===== config.mk =====
export PLATFORM = sky130hd
export DESIGN_NAME = first_fit_slot_allocator_top
export DESIGN_NICKNAME = d
export VERILOG_FILES = /design/src/hdl/ffsa_pkg.sv /design/src/hdl/ffsa_ram.sv /design/src/hdl/first_fit_slot_allocator_top.sv
export SDC_FILE = /design/constraint.sdc
export NUM_CORES = 2
export LEC_CHECK = 0
export ABC_AREA = 1
export ABC_CLOCK_PERIOD_IN_PS = 25800
export BUFFER_PORTS_ARGS = -buffer_cell sky130_fd_sc_hd__buf_4
export CORE_UTILIZATION = 40
export DETAILED_ROUTE_END_ITERATION = 16
export PLACE_DENSITY_LB_ADDON = 0.2
export SLEW_MARGIN = 20
export SYNTH_ARGS = -nofsm -noshare
export SYNTH_HDL_FRONTEND = slang
export SYNTH_SLANG_ARGS = --single-unit

===== constraint.sdc =====
create_clock -name clock -period 25.8 [get_ports clock]
set_input_delay 1.29 -clock clock [delete_from_list [all_inputs] [get_ports clock]]
set_output_delay 1.29 -clock clock [all_outputs]
set_load 0.005 [all_outputs]

===== src/hdl/ffsa_pkg.sv =====
// Shared sizes, status codes and opcodes for the first-fit slot allocator.
// Used by first_fit_slot_allocator_top; depends on nothing else.
package ffsa_pkg;

   // Pool geometry.
   localparam int SLOTS      = 256;
   localparam int NUM_SPACES = 64;

   // Derived widths.
   localparam int SLOT_AW  = $clog2(SLOTS);
   localparam int SPACE_AW = $clog2(NUM_SPACES);
   localparam int OWN_W    = $clog2(NUM_SPACES + 1);
   localparam int CNT_W    = ($clog2(SLOTS + 1) > 9) ? $clog2(SLOTS + 1) : 9;
   localparam int LEN_W    = 9;
   localparam int SP_W     = SLOT_AW + LEN_W;

   // Fixed field widths.
   localparam int OPCODE_W = 2;
   localparam int ID_W     = 6;
   localparam int PLACE_W  = 8;
   localparam int STATUS_W = 3;
   localparam int START_W  = 8;
   localparam int OFFSET_W = 28;
   localparam int TIME_W   = 32;
   localparam int USE_W    = 9;
   localparam int SIZE_W   = 21;
   localparam int CSR_IDX_W = 1;

   // Register reset values.
   localparam logic [USE_W-1:0]  RESET_SLOTS_IN_USE = 9'd256;
   localparam logic [SIZE_W-1:0] RESET_SLOT_SIZE    = 21'd4096;

   // Register indexes.
   localparam logic [CSR_IDX_W-1:0] CSR_SLOTS_IN_USE = 1'b0;
   localparam logic [CSR_IDX_W-1:0] CSR_SLOT_SIZE    = 1'b1;

   // Opcodes.
   localparam logic [OPCODE_W-1:0] OP_ALLOC     = 2'd0;
   localparam logic [OPCODE_W-1:0] OP_RELEASE   = 2'd1;
   localparam logic [OPCODE_W-1:0] OP_RESET_ALL = 2'd2;
   localparam logic [OPCODE_W-1:0] OP_NONE      = 2'd3;

   // Result status codes.
   typedef enum logic [STATUS_W-1:0] {
      ST_OK          = 3'd0,
      ST_IN_USE      = 3'd1,
      ST_NO_RUN      = 3'd2,
      ST_RANGE       = 3'd3,
      ST_OVERLAP     = 3'd4,
      ST_OVERWRITTEN = 3'd5,
      ST_UNUSED      = 3'd6
   } status_type;

endpackage


===== src/hdl/ffsa_ram.sv =====
// Generic single-clock RAM with one write port and one registered read port.
// Depends on nothing else.
module ffsa_ram #(
   parameter int WIDTH = 8,
   parameter int DEPTH = 256
) (
   input  logic                     clock,
   input  logic                     wr_en,
   input  logic [$clog2(DEPTH)-1:0] wr_addr,
   input  logic [WIDTH-1:0]         wr_data,
   input  logic                     rd_en,
   input  logic [$clog2(DEPTH)-1:0] rd_addr,
   output logic [WIDTH-1:0]         rd_data
);

   logic [WIDTH-1:0] mem_array [DEPTH];

   // Write and registered read.
   always_ff @(posedge clock) begin
      if (wr_en) begin
         mem_array[wr_addr] <= wr_data;
      end
      if (rd_en) begin
         rd_data <= mem_array[rd_addr];
      end
   end

endmodule


===== src/hdl/first_fit_slot_allocator_top.sv =====
// Top level of the first-fit contiguous slot allocator.
// Depends on ffsa_pkg and ffsa_ram.
//
//   Port group  Direction  Flow control     Carries
//   req_*       in         valid / stall    opcode, space id, first_fit, place, run length
//   rsp_*       out        valid / stall    status, start slot, byte offset, event time
//   csr_*       in         valid / ready    register index and write data
//
// One transaction is worked at a time. A request refused at the check and reset-all go
// straight to the result, the unused opcode returns to idle with no result, release walks
// the run, allocate at a given place makes one owner read and one write per slot, and
// first-fit allocate scans the slots until a run fits and then writes that run, or scans the
// whole pool when no run fits. Reset frees all slots and spaces at once through per-entry
// valid flops. A finished result waits in the output register while the next request is
// taken; a stalled result holds the sequencer in its last state.
module first_fit_slot_allocator_top (
   input  logic                            clock,
   input  logic                            reset,
   input  logic                            req_valid,
   output logic                            req_stall,
   input  logic [ffsa_pkg::OPCODE_W-1:0]   req_opcode,
   input  logic [ffsa_pkg::ID_W-1:0]       req_space_id,
   input  logic                            req_first_fit,
   input  logic [ffsa_pkg::PLACE_W-1:0]    req_place,
   input  logic [ffsa_pkg::LEN_W-1:0]      req_run_length,
   input  logic                            req_reallocation,
   output logic                            rsp_valid,
   input  logic                            rsp_stall,
   output logic [ffsa_pkg::STATUS_W-1:0]   rsp_status,
   output logic [ffsa_pkg::START_W-1:0]    rsp_start_slot,
   output logic [ffsa_pkg::OFFSET_W-1:0]   rsp_byte_offset,
   output logic [ffsa_pkg::TIME_W-1:0]     rsp_event_time,
   input  logic                            csr_valid,
   output logic                            csr_ready,
   input  logic [ffsa_pkg::CSR_IDX_W-1:0]  csr_index,
   input  logic [ffsa_pkg::SIZE_W-1:0]     csr_wdata
);

   localparam int CNT_W   = ffsa_pkg::CNT_W;
   localparam int SLOT_AW = ffsa_pkg::SLOT_AW;
   localparam int PROD_W  = CNT_W + ffsa_pkg::SIZE_W;

   typedef enum logic [2:0] {
      S_IDLE,
      S_CHECK,
      S_FF_SCAN,
      S_OV_SCAN,
      S_CLAIM,
      S_REL_WALK,
      S_DONE
   } state_type;

   // Control registers.
   state_type                        state_ff, state_in;
   logic [ffsa_pkg::USE_W-1:0]       slots_in_use_ff, slots_in_use_in;
   logic [ffsa_pkg::SIZE_W-1:0]      slot_size_ff, slot_size_in;
   logic [ffsa_pkg::TIME_W-1:0]      ctr_ff, ctr_in;
   logic [ffsa_pkg::SLOTS-1:0]       own_valid_ff, own_valid_in;
   logic [ffsa_pkg::NUM_SPACES-1:0]  sp_valid_ff, sp_valid_in;
   logic                             pend_ff, pend_in;
   logic                             rsp_valid_ff, rsp_valid_in;

   // Request and working registers.
   logic [ffsa_pkg::OPCODE_W-1:0]    op_ff, op_in;
   logic [ffsa_pkg::ID_W-1:0]        id_ff, id_in;
   logic [ffsa_pkg::SPACE_AW-1:0]    sp_idx_ff, sp_idx_in;
   logic                             id_oor_ff, id_oor_in;
   logic                             sp_used_ff, sp_used_in;
   logic                             ff_mode_ff, ff_mode_in;
   logic [ffsa_pkg::PLACE_W-1:0]     place_ff, place_in;
   logic [ffsa_pkg::LEN_W-1:0]       len_ff, len_in;
   logic                             realloc_ff, realloc_in;
   logic [CNT_W-1:0]                 rd_ptr_ff, rd_ptr_in;
   logic [CNT_W-1:0]                 chk_ptr_ff, chk_ptr_in;
   logic [CNT_W-1:0]                 base_ff, base_in;
   logic [CNT_W-1:0]                 end_ff, end_in;
   logic [ffsa_pkg::LEN_W-1:0]       run_ff, run_in;
   logic                             own_vq_ff, own_vq_in;
   logic                             rel_bad_ff, rel_bad_in;
   ffsa_pkg::status_type             res_status_ff, res_status_in;
   logic [CNT_W-1:0]                 res_start_ff, res_start_in;

   // Output registers.
   logic [ffsa_pkg::STATUS_W-1:0]    out_status_ff, out_status_in;
   logic [ffsa_pkg::START_W-1:0]     out_start_ff, out_start_in;
   logic [ffsa_pkg::OFFSET_W-1:0]    out_offset_ff, out_offset_in;
   logic [ffsa_pkg::TIME_W-1:0]      out_time_ff, out_time_in;

   // RAM ports.
   logic                             own_wr_en;
   logic [SLOT_AW-1:0]               own_wr_addr;
   logic [ffsa_pkg::OWN_W-1:0]       own_wr_data;
   logic                             own_rd_en;
   logic [SLOT_AW-1:0]               own_rd_addr;
   logic [ffsa_pkg::OWN_W-1:0]       own_rd_data;
   logic                             sp_wr_en;
   logic [ffsa_pkg::SP_W-1:0]        sp_wr_data;
   logic                             sp_rd_en;
   logic [ffsa_pkg::SPACE_AW-1:0]    sp_rd_addr;
   logic [ffsa_pkg::SP_W-1:0]        sp_rd_data;

   // Derived values.
   logic [CNT_W-1:0]                 pool_cnt;
   logic [ffsa_pkg::OWN_W-1:0]       own_q;
   logic [ffsa_pkg::OWN_W-1:0]       own_tag;
   logic [CNT_W-1:0]                 sp_place;
   logic [CNT_W-1:0]                 sp_size;
   logic [CNT_W-1:0]                 len_c;
   logic [CNT_W-1:0]                 place_c;
   logic [PROD_W-1:0]                offset_prod;
   logic                             req_accept;

   ffsa_ram #(
      .WIDTH (ffsa_pkg::OWN_W),
      .DEPTH (ffsa_pkg::SLOTS)
   ) u_owner_ram (
      .clock   (clock),
      .wr_en   (own_wr_en),
      .wr_addr (own_wr_addr),
      .wr_data (own_wr_data),
      .rd_en   (own_rd_en),
      .rd_addr (own_rd_addr),
      .rd_data (own_rd_data)
   );

   ffsa_ram #(
      .WIDTH (ffsa_pkg::SP_W),
      .DEPTH (ffsa_pkg::NUM_SPACES)
   ) u_space_ram (
      .clock   (clock),
      .wr_en   (sp_wr_en),
      .wr_addr (sp_idx_ff),
      .wr_data (sp_wr_data),
      .rd_en   (sp_rd_en),
      .rd_addr (sp_rd_addr),
      .rd_data (sp_rd_data)
   );

   // Handshakes and port outputs.
   assign req_stall       = (state_ff != S_IDLE);
   assign req_accept      = req_valid && !req_stall;
   assign csr_ready       = 1'b1;
   assign rsp_valid       = rsp_valid_ff;
   assign rsp_status      = out_status_ff;
   assign rsp_start_slot  = out_start_ff;
   assign rsp_byte_offset = out_offset_ff;
   assign rsp_event_time  = out_time_ff;

   // Effective pool size is the smaller of the register and the table depth.
   assign pool_cnt = (CNT_W'(slots_in_use_ff) < CNT_W'(ffsa_pkg::SLOTS)) ?
                     CNT_W'(slots_in_use_ff) : CNT_W'(ffsa_pkg::SLOTS);

   // An owner entry that was never written since the last clear reads as free.
   assign own_q   = own_vq_ff ? own_rd_data : '0;
   assign own_tag = ffsa_pkg::OWN_W'(id_ff) + ffsa_pkg::OWN_W'(1);

   assign sp_place = CNT_W'(sp_rd_data[ffsa_pkg::SP_W-1:ffsa_pkg::LEN_W]);
   assign sp_size  = CNT_W'(sp_rd_data[ffsa_pkg::LEN_W-1:0]);
   assign len_c    = CNT_W'(len_ff);
   assign place_c  = CNT_W'(place_ff);

   assign sp_wr_data  = {SLOT_AW'(base_ff), len_ff};
   assign own_wr_data = own_tag;
   assign own_wr_addr = SLOT_AW'(rd_ptr_ff);
   assign own_rd_addr = SLOT_AW'(rd_ptr_ff);
   assign sp_rd_addr  = ffsa_pkg::SPACE_AW'(req_space_id);

   assign offset_prod = PROD_W'(res_start_ff) * PROD_W'(slot_size_ff);

   // Next-state logic for the sequencer, tables and result.
   always_comb begin
      state_in        = state_ff;
      slots_in_use_in = slots_in_use_ff;
      slot_size_in    = slot_size_ff;
      ctr_in          = ctr_ff;
      own_valid_in    = own_valid_ff;
      sp_valid_in     = sp_valid_ff;
      pend_in         = pend_ff;
      rsp_valid_in    = rsp_valid_ff;
      op_in           = op_ff;
      id_in           = id_ff;
      sp_idx_in       = sp_idx_ff;
      id_oor_in       = id_oor_ff;
      sp_used_in      = sp_used_ff;
      ff_mode_in      = ff_mode_ff;
      place_in        = place_ff;
      len_in          = len_ff;
      realloc_in      = realloc_ff;
      rd_ptr_in       = rd_ptr_ff;
      chk_ptr_in      = chk_ptr_ff;
      base_in         = base_ff;
      end_in          = end_ff;
      run_in          = run_ff;
      own_vq_in       = own_vq_ff;
      rel_bad_in      = rel_bad_ff;
      res_status_in   = res_status_ff;
      res_start_in    = res_start_ff;
      out_status_in   = out_status_ff;
      out_start_in    = out_start_ff;
      out_offset_in   = out_offset_ff;
      out_time_in     = out_time_ff;
      own_wr_en       = 1'b0;
      own_rd_en       = 1'b0;
      sp_wr_en        = 1'b0;
      sp_rd_en        = 1'b0;

      // Configuration writes.
      if (csr_valid) begin
         if (csr_index == ffsa_pkg::CSR_SLOTS_IN_USE) begin
            slots_in_use_in = csr_wdata[ffsa_pkg::USE_W-1:0];
         end else begin
            slot_size_in = csr_wdata;
         end
      end

      // Result register drains when the consumer takes it.
      if (rsp_valid_ff && !rsp_stall) begin
         rsp_valid_in = 1'b0;
      end

      // Owner table walk: issue the next read while checking the last one.
      if ((state_ff == S_FF_SCAN || state_ff == S_OV_SCAN || state_ff == S_REL_WALK) &&
          (rd_ptr_ff < end_ff)) begin
         own_rd_en  = 1'b1;
         own_vq_in  = own_valid_ff[own_rd_addr];
         chk_ptr_in = rd_ptr_ff;
         rd_ptr_in  = rd_ptr_ff + CNT_W'(1);
         pend_in    = 1'b1;
      end else begin
         pend_in = 1'b0;
      end

      unique case (state_ff)
         S_IDLE: begin
            if (req_accept) begin
               op_in      = req_opcode;
               id_in      = req_space_id;
               sp_idx_in  = ffsa_pkg::SPACE_AW'(req_space_id);
               id_oor_in  = (int'(req_space_id) >= ffsa_pkg::NUM_SPACES);
               sp_used_in = sp_valid_ff[ffsa_pkg::SPACE_AW'(req_space_id)];
               ff_mode_in = req_first_fit;
               place_in   = req_place;
               len_in     = req_run_length;
               realloc_in = req_reallocation;
               sp_rd_en   = 1'b1;
               state_in   = S_CHECK;
            end
         end

         // Space entry is back from the RAM: run the request checks.
         S_CHECK: begin
            res_start_in = '0;
            rd_ptr_in    = '0;
            pend_in      = 1'b0;
            run_in       = '0;
            rel_bad_in   = 1'b0;
            unique case (op_ff)
               ffsa_pkg::OP_ALLOC: begin
                  if (id_oor_ff) begin
                     res_status_in = ffsa_pkg::ST_RANGE;
                     state_in      = S_DONE;
                  end else if (sp_used_ff) begin
                     res_status_in = ffsa_pkg::ST_IN_USE;
                     state_in      = S_DONE;
                  end else if (len_ff == '0) begin
                     res_status_in = ffsa_pkg::ST_RANGE;
                     state_in      = S_DONE;
                  end else if (ff_mode_ff) begin
                     end_in   = pool_cnt;
                     state_in = S_FF_SCAN;
                  end else if ((len_c > pool_cnt) || (place_c > pool_cnt - len_c)) begin
                     res_status_in = ffsa_pkg::ST_RANGE;
                     state_in      = S_DONE;
                  end else begin
                     rd_ptr_in = place_c;
                     base_in   = place_c;
                     end_in    = place_c + len_c;
                     state_in  = S_OV_SCAN;
                  end
               end
               ffsa_pkg::OP_RELEASE: begin
                  if (id_oor_ff || !sp_used_ff) begin
                     res_status_in = ffsa_pkg::ST_UNUSED;
                     state_in      = S_DONE;
                  end else begin
                     if (!realloc_ff) begin
                        ctr_in = ctr_ff + ffsa_pkg::TIME_W'(1);
                     end
                     rd_ptr_in    = sp_place;
                     end_in       = sp_place + sp_size;
                     res_start_in = sp_place;
                     state_in     = S_REL_WALK;
                  end
               end
               ffsa_pkg::OP_RESET_ALL: begin
                  own_valid_in  = '0;
                  sp_valid_in   = '0;
                  res_status_in = ffsa_pkg::ST_OK;
                  state_in      = S_DONE;
               end
               ffsa_pkg::OP_NONE: begin
                  state_in = S_IDLE;
               end
               default: begin
                  state_in = S_IDLE;
               end
            endcase
         end

         // First-fit search: track the length of the current free run.
         S_FF_SCAN: begin
            if (pend_ff) begin
               if (own_q != '0) begin
                  run_in = '0;
               end else if (run_ff + ffsa_pkg::LEN_W'(1) >= len_ff) begin
                  base_in   = chk_ptr_ff + CNT_W'(1) - len_c;
                  rd_ptr_in = chk_ptr_ff + CNT_W'(1) - len_c;
                  end_in    = chk_ptr_ff + CNT_W'(1);
                  ctr_in    = ctr_ff + ffsa_pkg::TIME_W'(1);
                  pend_in   = 1'b0;
                  state_in  = S_CLAIM;
               end else begin
                  run_in = run_ff + ffsa_pkg::LEN_W'(1);
               end
            end else if (rd_ptr_ff >= end_ff) begin
               res_status_in = ffsa_pkg::ST_NO_RUN;
               state_in      = S_DONE;
            end
         end

         // Given run: every slot must be free before anything is written.
         S_OV_SCAN: begin
            if (pend_ff) begin
               if (own_q != '0) begin
                  res_status_in = ffsa_pkg::ST_OVERLAP;
                  pend_in       = 1'b0;
                  state_in      = S_DONE;
               end
            end else if (rd_ptr_ff >= end_ff) begin
               rd_ptr_in = base_ff;
               ctr_in    = ctr_ff + ffsa_pkg::TIME_W'(1);
               state_in  = S_CLAIM;
            end
         end

         // Write the owner tag into each slot of the run, and the space entry with the last slot.
         S_CLAIM: begin
            own_wr_en                  = 1'b1;
            own_valid_in[own_wr_addr]  = 1'b1;
            rd_ptr_in                  = rd_ptr_ff + CNT_W'(1);
            if (rd_ptr_ff + CNT_W'(1) >= end_ff) begin
               sp_wr_en               = 1'b1;
               sp_valid_in[sp_idx_ff] = 1'b1;
               res_status_in          = ffsa_pkg::ST_OK;
               res_start_in           = base_ff;
               state_in               = S_DONE;
            end
         end

         // Release: free each slot and flag any not owned by this space.
         S_REL_WALK: begin
            if (pend_ff) begin
               own_valid_in[SLOT_AW'(chk_ptr_ff)] = 1'b0;
               if (own_q != own_tag) begin
                  rel_bad_in = 1'b1;
               end
            end else if (rd_ptr_ff >= end_ff) begin
               sp_valid_in[sp_idx_ff] = 1'b0;
               res_status_in = rel_bad_ff ? ffsa_pkg::ST_OVERWRITTEN : ffsa_pkg::ST_OK;
               state_in      = S_DONE;
            end
         end

         // Hand the result to the output register once it is free.
         S_DONE: begin
            if (!rsp_valid_ff || !rsp_stall) begin
               out_status_in = res_status_ff;
               out_start_in  = res_start_ff[ffsa_pkg::START_W-1:0];
               out_offset_in = offset_prod[ffsa_pkg::OFFSET_W-1:0];
               out_time_in   = ctr_ff;
               rsp_valid_in  = 1'b1;
               state_in      = S_IDLE;
            end
         end

         default: begin
            state_in = S_IDLE;
         end
      endcase
   end

   // State, tables' valid flops and registered outputs.
   always_ff @(posedge clock) begin
      op_ff         <= op_in;
      id_ff         <= id_in;
      sp_idx_ff     <= sp_idx_in;
      id_oor_ff     <= id_oor_in;
      sp_used_ff    <= sp_used_in;
      ff_mode_ff    <= ff_mode_in;
      place_ff      <= place_in;
      len_ff        <= len_in;
      realloc_ff    <= realloc_in;
      rd_ptr_ff     <= rd_ptr_in;
      chk_ptr_ff    <= chk_ptr_in;
      base_ff       <= base_in;
      end_ff        <= end_in;
      run_ff        <= run_in;
      own_vq_ff     <= own_vq_in;
      rel_bad_ff    <= rel_bad_in;
      res_status_ff <= res_status_in;
      res_start_ff  <= res_start_in;
      out_status_ff <= out_status_in;
      out_start_ff  <= out_start_in;
      out_offset_ff <= out_offset_in;
      out_time_ff   <= out_time_in;
      if (reset) begin
         state_ff        <= S_IDLE;
         slots_in_use_ff <= ffsa_pkg::RESET_SLOTS_IN_USE;
         slot_size_ff    <= ffsa_pkg::RESET_SLOT_SIZE;
         ctr_ff          <= '0;
         own_valid_ff    <= '0;
         sp_valid_ff     <= '0;
         pend_ff         <= 1'b0;
         rsp_valid_ff    <= 1'b0;
      end else begin
         state_ff        <= state_in;
         slots_in_use_ff <= slots_in_use_in;
         slot_size_ff    <= slot_size_in;
         ctr_ff          <= ctr_in;
         own_valid_ff    <= own_valid_in;
         sp_valid_ff     <= sp_valid_in;
         pend_ff         <= pend_in;
         rsp_valid_ff    <= rsp_valid_in;
      end
   end

endmodule


After elaboration in Yosys (flattened, before gate mapping). Memories as Yosys holds them, arrays and structs flattened. A register that Yosys moved wholly into a read port is not among the register bits. Cells that the tools add are included. W data, S select, Z words.

Logic and storage cells: 272. Register bits: 545. Output and inout port bits: 74. Bits of input ports: 54. Memories kept: 2. Bits in writable memories: 2880.

Memory list: u_owner_ram.mem_array (words 256, bits a word 7, read ports 1, clocked after memory_dff 1, wr ports 1, RTL line ffsa_ram.sv:16) `logic [WIDTH-1:0] mem_array [DEPTH];`; u_space_ram.mem_array (words 64, bits a word 17, read ports 1, clocked after memory_dff 1, wr ports 1, RTL line ffsa_ram.sv:16).

$lt $le $gt $ge: 14. Reductions and logical operators: 39. Add/subtract/negate cells: 9. Bitwise operators: 7. Mux-type cells: 123. Equality and inequality tests: 49. $mul: 1.

Operators with widths (number): $pmux W256 S3 (1); $mux W256 (2); $and A256 B256 Y256 (1); $mux W32 (8); $mux W64 (4); $not A256 Y256 (1); $or A256 B256 Y256 (1); $mux W9 (27); $pmux W64 S3 (1); $pmux W32 S3 (1); $pmux W9 S2 (5); $mux W3 (28); $and A64 B64 Y64 (1); $not A64 Y64 (1); $or A64 B64 Y64 (1); $mux W8 (6); $pmux W9 S4 (1); $ne A2 B2 Y1 const B (17); $add A32 B1 Y32 const B (1); $mul A9 B21 Y28 (1); $add A9 B1 Y9 const B (3); $ge A9 B9 Y1 (3); $reduce_and A9 Y1 (3); $mux W1 (25); other kinds (52) (99).

Longest topological paths before layout.
Depth in word-level cells: 11. Depth in mapped cells: 24. Depth with buffers taken out: 24.

Hierarchy. From an unflattened synthesis, not the netlist that was laid out.

Cells, all modules: 15269. Area, all modules: 155869.5 µm².

Modules (own cells, without submodules): ffsa_ram (u_owner_ram) (cells an instance 6218, area each 73339.1 µm², sequential area each 54021.8 µm², instances 1); ffsa_ram (u_space_ram) (cells an instance 3731, area each 44615.3 µm², sequential area each 33181.8 µm², instances 1); first_fit_slot_allocator_top (cells an instance 5320, area each 37915.1 µm², sequential area each 12401.9 µm², instances 1).

Least setup slack after synthesis. OpenSTA, ideal clock, no wires.

Path kind: register to register. From: reg, netlist name sp_idx_ff[0]. To: mem u_owner_ram.mem_array[0][4] (netlist name) (data pin). Path buffers: 0. Path slack: 16.817 ns. Arrival time: 7.445 ns. Period minus slack after synthesis: 8.983 ns. Data required time: 24.262 ns. Stages on the path, launching flop included: 5. Cells stage by stage: edfxtp_1 ha_1 nand2_1 nor2_1 xor2_1.

RTL lines (RTL line): to (decl) (ffsa_ram.sv:16).

Final worst setup path.
From: reg rd_ptr_ff[5]. To: mem u_space_ram.mem_array[13][7] (netlist name), enable pin.

Longest elaborated chain between the ends: 6.

Ends and longest elaborated chain: from (decl) (RTL line first_fit_slot_allocator_top.sv:73) `logic [CNT_W-1:0] rd_ptr_ff, rd_ptr_in;`; from (signal assigned) (RTL line first_fit_slot_allocator_top.sv:403) `rd_ptr_ff <= rd_ptr_in;`; $add A9 B1 Y9 (RTL line first_fit_slot_allocator_top.sv:351) `if (rd_ptr_ff + CNT_W'(1) >= end_ff) begin`; $ge A9 B9 Y1 (RTL line first_fit_slot_allocator_top.sv:351); $mux W1 (RTL line first_fit_slot_allocator_top.sv:351); $mux W1 (RTL line first_fit_slot_allocator_top.sv:233) `unique case (state_ff)`; $mux W1 (RTL line ffsa_ram.sv:20) `if (wr_en) begin`; $mux W1 (implied by the code) (RTL line ffsa_ram.sv:21) `mem_array[wr_addr] <= wr_data;`; to (decl) (RTL line ffsa_ram.sv:16).

No other way between the ends.

==> key figures <==
Status
  • Status: finished, final reports clean

Detailed routing
  • Vias per cell: slightly below 6
  • DRC viols: 0
  • Via Count: 111300
  • Post-DRT Antenna Nets: 0
  • Routed wire per std cell: 25.83 um
  • WL final: 498800 um
  • Iteration-0 DRC Markers: 14090
  • Pre-Repair DR Iteration Count: 6

Worst setup path
  • Worst-case reg-to-reg path depth: 12
  • Worst EP required: 26.30 ns
  • Cell repeated most along the worst path: nand2_1
  • Crit Path Max Fanout: 34
  • CP Launch Point: rd_ptr_ff[5]
  • Crit. End Element: register
  • Worst Path Arrival: 6.09 ns
  • Critical R2R Launch: rd_ptr_ff[5]
  • CP max stage cell: nor2_2
  • Flop-to-flop setup slack: 20.21 ns
  • Critical Path Source Type: register
  • Crit Path Category: reg -> reg
  • FF-to-FF End: u_space_ram.mem_array[13][7]
  • Worst path max stage delay: 0.93 ns
  • Critical Path End: u_space_ram.mem_array[13][7]
  • CP Cell Sequence: nand2_1 -> nor2_1 -> nand2_1 -> xor2_1 -> ha_1 -> nand2_1 -> nor2_1 -> nand3b_1 -> nand3_1 -> nand2_4 -> buf_4 -> nor2_2

STA
  • Max-slew violations: 0
  • Fin. Hold Viols: 0
  • RSZ-0062 raised after global routing: no
  • Slew HR: 18.62%
  • Worst slew pin tran: 1.221 ns
  • Clock Skews: 0.1184 ns
  • Fin worst setup slack: slightly above 20 ns
  • Final setup fails: 0
  • Highest clock rate: 178.9 MHz
  • Final min period: around 5.6 ns
  • Setup tns final: 0 ns
  • Tcrit/Tclk final: 21.66%

Clock tree
  • H-tree Lvls: 5
  • CTS clk-pin slew, worst paths: 0.06 ns
  • TritonCTS buffer count: 369
  • Clock buffer depth: 4
  • Root Driver: clkbuf_16
  • CTS tree: built
  • Total clock sinks: 3449
  • Clock Latency Late Sink: 0.99 ns
  • Post-CTS setup buffer count: 0
  • Post_cts resized: 0
  • Hold-fix buffers, CTS: 0

Floorplanning
  • Ports: around 130
  • Die footprint: 0.3823 mm2
  • Die height: 618.3 um
  • Die X: 618.3 um
  • Core footprint: 0.3767 mm2
  • Row count: around 230
  • Starting density of the core: around 40%

Global route
  • GRT Residual Overflow: 0
  • Number of antenna violations at the first check in global routing: 21
  • Largest net degree at the start of global routing: 182
  • GRT Overall Usage: 25.29%
  • First-pass GRT wire length: 722900 um
  • Vias in the first global route: 103200

Synth
  • Post-synth EDFFs: between 3000 and 4000
  • FFs w/ async S/R, synth: 0%
  • #FFs+latches synth: around 3400
  • Cells after Synth: 14260
  • Sequential fraction of the synthesis area: between 60% and 70%
  • Largest cells by area after synthesis: edfxtp_1 (60%), o21ai_0 (8.2%), nor2_1 (7.4%)
  • Synth area leader: edfxtp_1
  • Share of the synthesized area in the top cell type: 60.35%
  • Syn avg cell area: 10.65 um2
  • Post-Synth Adder-Cell Area: 2.876%
  • Mapped cell area: 0.1519 mm2
  • Yosys warns: 0
  • Largest family of logic cells by synthesized area: compound AO/OA/AOI/OAI gates
  • Post-synthesis compound-gate area fraction: ~15%
  • Syn_nets: approximately 15000
  • Primary FF master, synth: edfxtp_1
  • Post-synthesis mux area share: 0%
  • Simple-gate share of the synthesized area: 12.25%
  • Netlist cell types: 59
  • Xor and xnor area share after synthesis: 0.5016%

Power and ir drop
  • LEAKAGE: around 57 nW
  • Power, Total: 17.00 mW
  • PwrDens: 100.5 mW/mm2
  • Maximum VDD drop: 0.08894 mV

Placement
  • Dpl cells: 18600
  • HPWL after DPL: between 200000 and 300000 um
  • # port buffers: 126
  • Place WS: approximately 20 ns
  • Placer Congestion: 0.9062

Finish
  • Non-filler cells in the finished layout: 19310
  • Share of cells above drive strength 1: 7.315%
  • Final core area utilization: 44.90%
  • Area grow syn2layout: 11.32%
  • Layout net count: ~14000

Hold path
  • HP Class: reg -> reg
  • Min-delay src: ctr_ff[2]

Job
  • Max cap viols: 0
layer usage:
metal | track usage [%] | wire length [um]
met5 | 0 | 13
met4 | 9.759 | 20220
met3 | 3.889 | 43770
met2 | 38.66 | 222200
met1 | 36.21 | 212600
critical path: cells and delay by family (launching register included):
family	cells	cell delay, ns
and+or+nand+nor	9	3.38
adders and majority gates	1	0.34
DFF	1	0.56
xor gates and xnor gates	1	0.23
buffers and inverters	1	0.51
state kept, by name, indices dropped and copies added (netlist names), 17 cells and up:
name and flops:
slot_size_ff 21, rsp_event_time 32, rsp_byte_offset 28, sp_valid_ff 64, u_space_ram.mem_array 1088, ctr_ff 32, u_space_ram.rd_data 17, u_owner_ram.mem_array 1792
own_valid_ff 256
cell type report:
cell class / count / area (um2)
Fill cell: 35170 / 207500
Sequential cell: 3449 / 99610
Multi-Input combinational cell: 9287 / 46220
Clock buffer: 478 / 9928
Tap cell: 4994 / 6248
Timing Repair Buffer: 354 / 2823
Clock inverter: 212 / 2201
Inverter: 520 / 2053
Antenna cell: 17 / 42.54
cell usage in the layout (no fill, tap or decap), types with 71 or more instances in the layout:
master,count
edfxtp_1,3053
nor2_1,2965
o21ai_0,2496
nand2_1,1442
a21oi_1,701
o22ai_1,686
inv_1,464
dfxtp_1,394
clkbuf_16,373
buf_4,340
fa_1,137
o21ai_1,136
ha_1,128
nand3_1,98
clkbuf_1,85
clkinv_1,82
nand4_1,74
clkinv_2,71
stage by stage:
stage,hold WS [ns],instance area [um2]
floorplan,0.4003,151900
global placement,0.4244,156900
detailed placement,0.4212,156900
CTS,0.4357,169100
global route,0.4454,169100
finish,0.4347,169100
where the power goes:
part | leakage (nW) | internal, mW | switching (mW)
clock | 5.92 | 3.08 | 2.28
sequential | 30.9 | 6.69 | 0.201
combinational | 20.1 | 1.08 | 3.67
total | 56.8 | 10.9 | 6.15
synth_stat cells (3+ instances only):
master       n
buf_1       45
o211ai_1    62
nand3b_1    17
xnor2_1     21
nand2_2      4
fa_1       137
nand4_1     74
a31oi_1      8
a21boi_0     4
buf_6       29
buf_4       45
ha_1       130
nand3_2     13
o21ai_0   2498
a21oi_1    701
nor2_1    3004
inv_4        3
nand3_1    105
clkinv_1    16
inv_2       30
or2_2       18
xor2_1      66
o221ai_1    40
o22ai_1    686
nand2_1   1444
o21bai_1     5
clkbuf_1   640
nor4_1       9
dfxtp_1    396
inv_1      471
o21ai_1    134
nor2_2       3
a21o_1       8
nor3_1      58
or2_0        3
buf_2      247
and2_1       8
edfxtp_1  3053
worst min-delay path by stage:
stage                         to  slack [ns]  depth (start not counted)
3_3_place_gp   rsp_event_time[2]        0.42                          0
3_5_place_dp   rsp_event_time[2]        0.42                          0
6_report       rsp_event_time[2]        0.43                          0
5_1_grt        rsp_event_time[2]        0.45                          0
4_1_cts        rsp_event_time[2]        0.44                          0
2_1_floorplan      rsp_status[0]        0.40                          0
kinds of logic (layout without fill, tap and decap cells):
logic type      count (synthesis)  in the layout
compound gates               4162           4162
xor+xnor                       87             87
fa+ha+maj                     267            267
buf+inv                      1528           1564
flops                        3449           3449
other cells                     1             18
simple gates                 4770           4770
Power figures use the tool's default switching activity.
